===== src/hw/rtl/bdc_pkg.sv =====
// Shared types and constants for the block dominant color unit.
package bdc_pkg;

  localparam int unsigned MaxColorsDef = 256;
  localparam int unsigned CountBitsDef = 16;
  localparam int unsigned ChanW        = 8;
  localparam int unsigned ColorW       = 3 * ChanW;
  localparam int unsigned ModeCountW   = 16;
  localparam int unsigned QueueDepth   = 4;

  // One pixel as it travels from the front queue to the counting engine.
  typedef struct packed {
    logic [ColorW-1:0] color;
    logic              last;
  } pix_t;

  // Pixel queue occupancy flags.
  typedef struct packed {
    logic full;
    logic empty;
  } q_stat_t;

endpackage


===== src/hw/rtl/bdc_front.sv =====
// Front end: accepts pixel words, packs the color and queues them for the engine.
module bdc_front (
  input  logic                            clk_i,
  input  logic                            rst_ni,
  input  logic                            in_valid_i,
  output logic                            in_ready_o,
  input  logic [bdc_pkg::ColorW-1:0]      in_data_i,
  input  logic                            in_last_i,
  output bdc_pkg::pix_t                   pix_o,
  output logic                            pix_valid_o,
  input  logic                            pix_ready_i,
  output bdc_pkg::q_stat_t                stat_o
);
  import bdc_pkg::*;

  localparam int unsigned PtrW = (QueueDepth > 1) ? $clog2(QueueDepth) : 1;
  localparam int unsigned CntW = $clog2(QueueDepth + 1);

  pix_t            slot_q [QueueDepth];
  logic [PtrW-1:0] wr_ptr_q, wr_ptr_d;
  logic [PtrW-1:0] rd_ptr_q, rd_ptr_d;
  logic [CntW-1:0] cnt_q, cnt_d;
  pix_t            in_pix;
  logic            push, pop;

  // Pack as red in the top byte, blue in the bottom byte.
  assign in_pix.color = {in_data_i[ChanW-1:0], in_data_i[2*ChanW-1:ChanW],
                         in_data_i[3*ChanW-1:2*ChanW]};
  assign in_pix.last  = in_last_i;

  assign stat_o.full  = (cnt_q == CntW'(QueueDepth));
  assign stat_o.empty = (cnt_q == '0);

  assign in_ready_o  = !stat_o.full;
  assign pix_valid_o = !stat_o.empty;
  assign pix_o       = slot_q[rd_ptr_q];

  assign push = in_valid_i && in_ready_o;
  assign pop  = pix_valid_o && pix_ready_i;

  always_comb begin
    wr_ptr_d = wr_ptr_q;
    rd_ptr_d = rd_ptr_q;
    cnt_d    = cnt_q;
    if (push) begin
      wr_ptr_d = (wr_ptr_q == PtrW'(QueueDepth - 1)) ? '0 : wr_ptr_q + 1'b1;
    end
    if (pop) begin
      rd_ptr_d = (rd_ptr_q == PtrW'(QueueDepth - 1)) ? '0 : rd_ptr_q + 1'b1;
    end
    if (push && !pop) begin
      cnt_d = cnt_q + 1'b1;
    end else if (pop && !push) begin
      cnt_d = cnt_q - 1'b1;
    end
  end

  always_ff @(posedge clk_i or negedge rst_ni) begin
    if (!rst_ni) begin
      wr_ptr_q <= '0;
      rd_ptr_q <= '0;
      cnt_q    <= '0;
    end else begin
      wr_ptr_q <= wr_ptr_d;
      rd_ptr_q <= rd_ptr_d;
      cnt_q    <= cnt_d;
    end
  end

  always_ff @(posedge clk_i) begin
    if (push) begin
      slot_q[wr_ptr_q] <= in_pix;
    end
  end

endmodule


===== config.mk =====
export PLATFORM = sky130hd
export DESIGN_NAME = bdc_front
export DESIGN_NICKNAME = d
export VERILOG_FILES = /design/src/hw/rtl/bdc_pkg.sv /design/src/hw/rtl/bdc_front.sv
export SDC_FILE = /design/constraint.sdc
export NUM_CORES = 1
export LEC_CHECK = 0
export ABC_AREA = 1
export ABC_CLOCK_PERIOD_IN_PS = 2600
export BUFFER_PORTS_ARGS = -buffer_cell sky130_fd_sc_hd__buf_2
export CAP_MARGIN = 20
export CORE_UTILIZATION = 55
export CTS_CLUSTER_SIZE = 24
export DETAILED_ROUTE_END_ITERATION = 7
export PLACE_DENSITY = 0.76
export SYNTH_ARGS = -nofsm -noshare
export SYNTH_HDL_FRONTEND = slang
export SYNTH_SLANG_ARGS = --single-unit
export TNS_END_PERCENT = 100

===== constraint.sdc =====
create_clock -name clk_i -period 2.6 [get_ports clk_i]
set_input_delay 0.13 -clock clk_i [delete_from_list [all_inputs] [get_ports clk_i]]
set_output_delay 0.13 -clock clk_i [all_outputs]
set_load 0.01 [all_outputs]

==> impl_results.md <==
- Outcome: completed
- Max Cap Violations: 0
- Layout net count: 474
- Die Y: 95.3 microns
- Clk slew on worst S/H paths: 0.09 ns
- Setup TNS: 0 ns
- Mapped cell area: 0.00478 sq mm
- TritonRoute pass-1 iters: 4
- Pwr per Cell Area: 1020 mW/mm^2
- Sequential power share: 46.1%
- Sw Pwr: 2090 uW
- Die X: 95.3 microns
- TritonCTS buffer count: 9
- Leakage: 0.00227 uW
- DR DRC count: 0
- Clk root buf: clkbuf_8
- Number of I/O port buffers: 57
- Most used flip-flop cell after synthesis: edfxtp_1
- Wire length per cell: 14.2 microns
- Filler cells: 618
- Max-slew headroom: 50.8%
- N_diodes: 0
- Final core utilization: 66.6%
- Net Count, Synth: 388
- Cells after Synth: 352
- Slowest CP cell: dfrtp_4
- Pin count of the biggest net entering global routing: 56
- Die area: 0.00908 sq mm
- CTS Sinks: 107
- Peak supply drop: 643 uV
- Sw frac: 37.0%
- Hpwl dp: 4780 microns
- Initial antenna violation count: 0
- Hold-critical path depth: 3
- First-pass GRT wire length: 12700 microns
- Share of layout cells above drive strength 1: 34.1%
- Register area: 0.00318 sq mm
- CP endpoint kind: primary output
- Seq/Total Area, Yosys: 66.4%
- Yosys reg bits: 107
- Setup Viol. Count Final: 0
- # Post-CTS Setup Buffers: 0
- Most Frequent Cell on Critical Path: nand2_1
- Final min period: 2.21 ns
- Multi-input gate area: 0.00116 sq mm
- Max stage delay on crit path: 0.92 ns
- Worst Tran Pin Value: 0.738 ns
- Endpoints failing hold: 0
- Worst EP required: 2.47 ns
- CTS Buffer Depth: 2
- Combinational power share: 37.0%
- Clock Skew: 0.00532 ns
- FMAX: 454 MHz
- Clock power frac: 16.9%
- Clock Latency Late Sink: 0.35 ns
- Post-cts resize count: 0
- Syn. warnings: 0
- Synth top area share: 62.8%
- Gr ovfl total: 0
- Drt first-iter violations: 119
- Worst path cell trace: buf_4, nand2_1, o211ai_1, nand2_1, buf_2
- Synth top area cells: edfxtp_1 63%, o211ai_2 8.9%, nand2_1 5.0%
- Post-synth cell types: 22
- IO Count: 58
- Total GRT Usage: 19.1%
- Post-synth EDFFs: 100
- Htree depth: 3
- Rows: 33
- Commonest cells in the netlist: 100 x edfxtp_1, 64 x nand2_1, 61 x inv_1
- Area delta synth->final: 15.6%
- Initial Util: 57.7%
- Internal power: 3560 uW
- Leading area contributor after synthesis: edfxtp_1
- Max FO, Critical Path: 55
- Vias in the first global route: 2635
- Worst EP arrival: 2.08 ns
- GP Congestion: 0.751
- CTS tree: yes
- Max Slew Vio Count: 0
- Startpoint types: flip-flop
- Asr flop ratio synth: 6.54%
- Kind of critical path: flip-flop to primary output
- Via density: 4.96
- Core Area: 0.00830 sq mm
- R2r worst-path depth: 9
- Syn avg cell area: 13.6 sq um
- RSZ-0062 raised after global routing: no
- Routed Antenna Nets: 0
- Vias: 2720
- Final wirelength: 7760 microns
- Top-count cell post-synth: edfxtp_1
- Tcrit/Tclk final: 84.8%
- Worst Hold Class: input pin to flip-flop
power by group through the flow:
| stage | Sequential [uW] | Clock, uW | Combinational [uW] |
|---|---|---|---|
| floorplan | 2430 | 0 | 1860 |
| global placement | 2630 | 0 | 2050 |
| detailed placement | 2650 | 0 | 2100 |
| CTS | 2610 | 974 | 2140 |
| global route | 2650 | 1040 | 2350 |
| finish | 2610 | 956 | 2090 |
worst paths after layout:
check,from,end,slack (ns)
min,pix_ready_i,rd_ptr_q[0]$_DFFE_PN0P_,0.05
min reg2reg,cnt_q[2]$_DFFE_PN0P_,cnt_q[2]$_DFFE_PN0P_,0.56
max reg2reg,cnt_q[0]$_DFFE_PN0P_,cnt_q[1]$_DFFE_PN0P_,0.67
max in group asynchronous,rst_ni,rd_ptr_q[0]$_DFFE_PN0P_,2.28
max,rd_ptr_q[0]$_DFFE_PN0P_,pix_o[14],0.39
min in group asynchronous,rst_ni,cnt_q[0]$_DFFE_PN0P_,0.13
cell type report:
type,instances,area share (%)
tap,105,2.38
clock buffer,11,2.38
timing repair buffer,91,11.2
multi-input combinational,163,21.0
sequential,107,57.6
clock inverter,5,0.973
inverter,66,4.53
cell usage in the layout, fill, tap and decap left out, types with 2 or more instances in the layout:
cell	instances
nand3_1	5
o211ai_2	34
nor2_1	2
nand2_2	26
inv_1	61
ha_1	6
buf_4	7
inv_2	4
clkinvlp_4	2
o211ai_1	16
buf_2	57
dfrtp_1	5
nand3_2	2
nand2_1	64
edfxtp_1	100
nor2_4	4
clkbuf_8	9
clkbuf_1	2
dlygate4sd3_1	26
critical path, delay by kind of cell (launching register included):
family,cells,cell delay [ns]
AOI/OAI and AO/OA,1,0.08
DFF,1,0.92
and+or+nand+nor,2,0.16
buffers and inverters,2,0.53
sequential cells by signal, indices dropped and copies added (netlist names):
signal,cells
wr_ptr_q,2
rd_ptr_q,2
cnt_q,3
slot_q,100
kinds of logic after synthesis:
logic type / count (synthesis) / share of synthesized area (%)
and+or+nand+nor: 104 / 9.96
DFF: 107 / 66.4
xor gates and xnor gates: 1 / 0.183
buffers and inverters: 82 / 9.94
adders and majority gates: 7 / 1.99
AOI/OAI and AO/OA: 51 / 11.5
what timing repair did:
action | 4_1_cts | 5_1_grt
endpoints found under the setup margin | 0 | 0
endpoints found under the hold margin | 105 | 0
hold buffers | 26 | 0
stage by stage:
step / setup WS (ns) / std cells / hold slack, ns / power [uW] / instance area, sq um
global placement: 0.752 / 506 / -0.0297 / 4670 / 5080
floorplan: 0.412 / 352 / -0.166 / 4290 / 4780
CTS: 0.378 / 548 / 0.0348 / 5720 / 5530
finish: 0.395 / 548 / 0.0476 / 5650 / 5530
detailed placement: 0.666 / 506 / -0.0252 / 4750 / 5080
global route: 0.211 / 548 / 0.0557 / 6040 / 5530
metal layers:
layer  part of all wire (%)  vias up  track usage (%)
li1                       -     1367                -
met1                     44     1290             25.5
met2                     50       55             30.5
met3                    5.0        8             3.19
met4                    1.4        0             8.96
met5                      0        -                0
No activity file was read; power rests on OpenSTA's default activity.
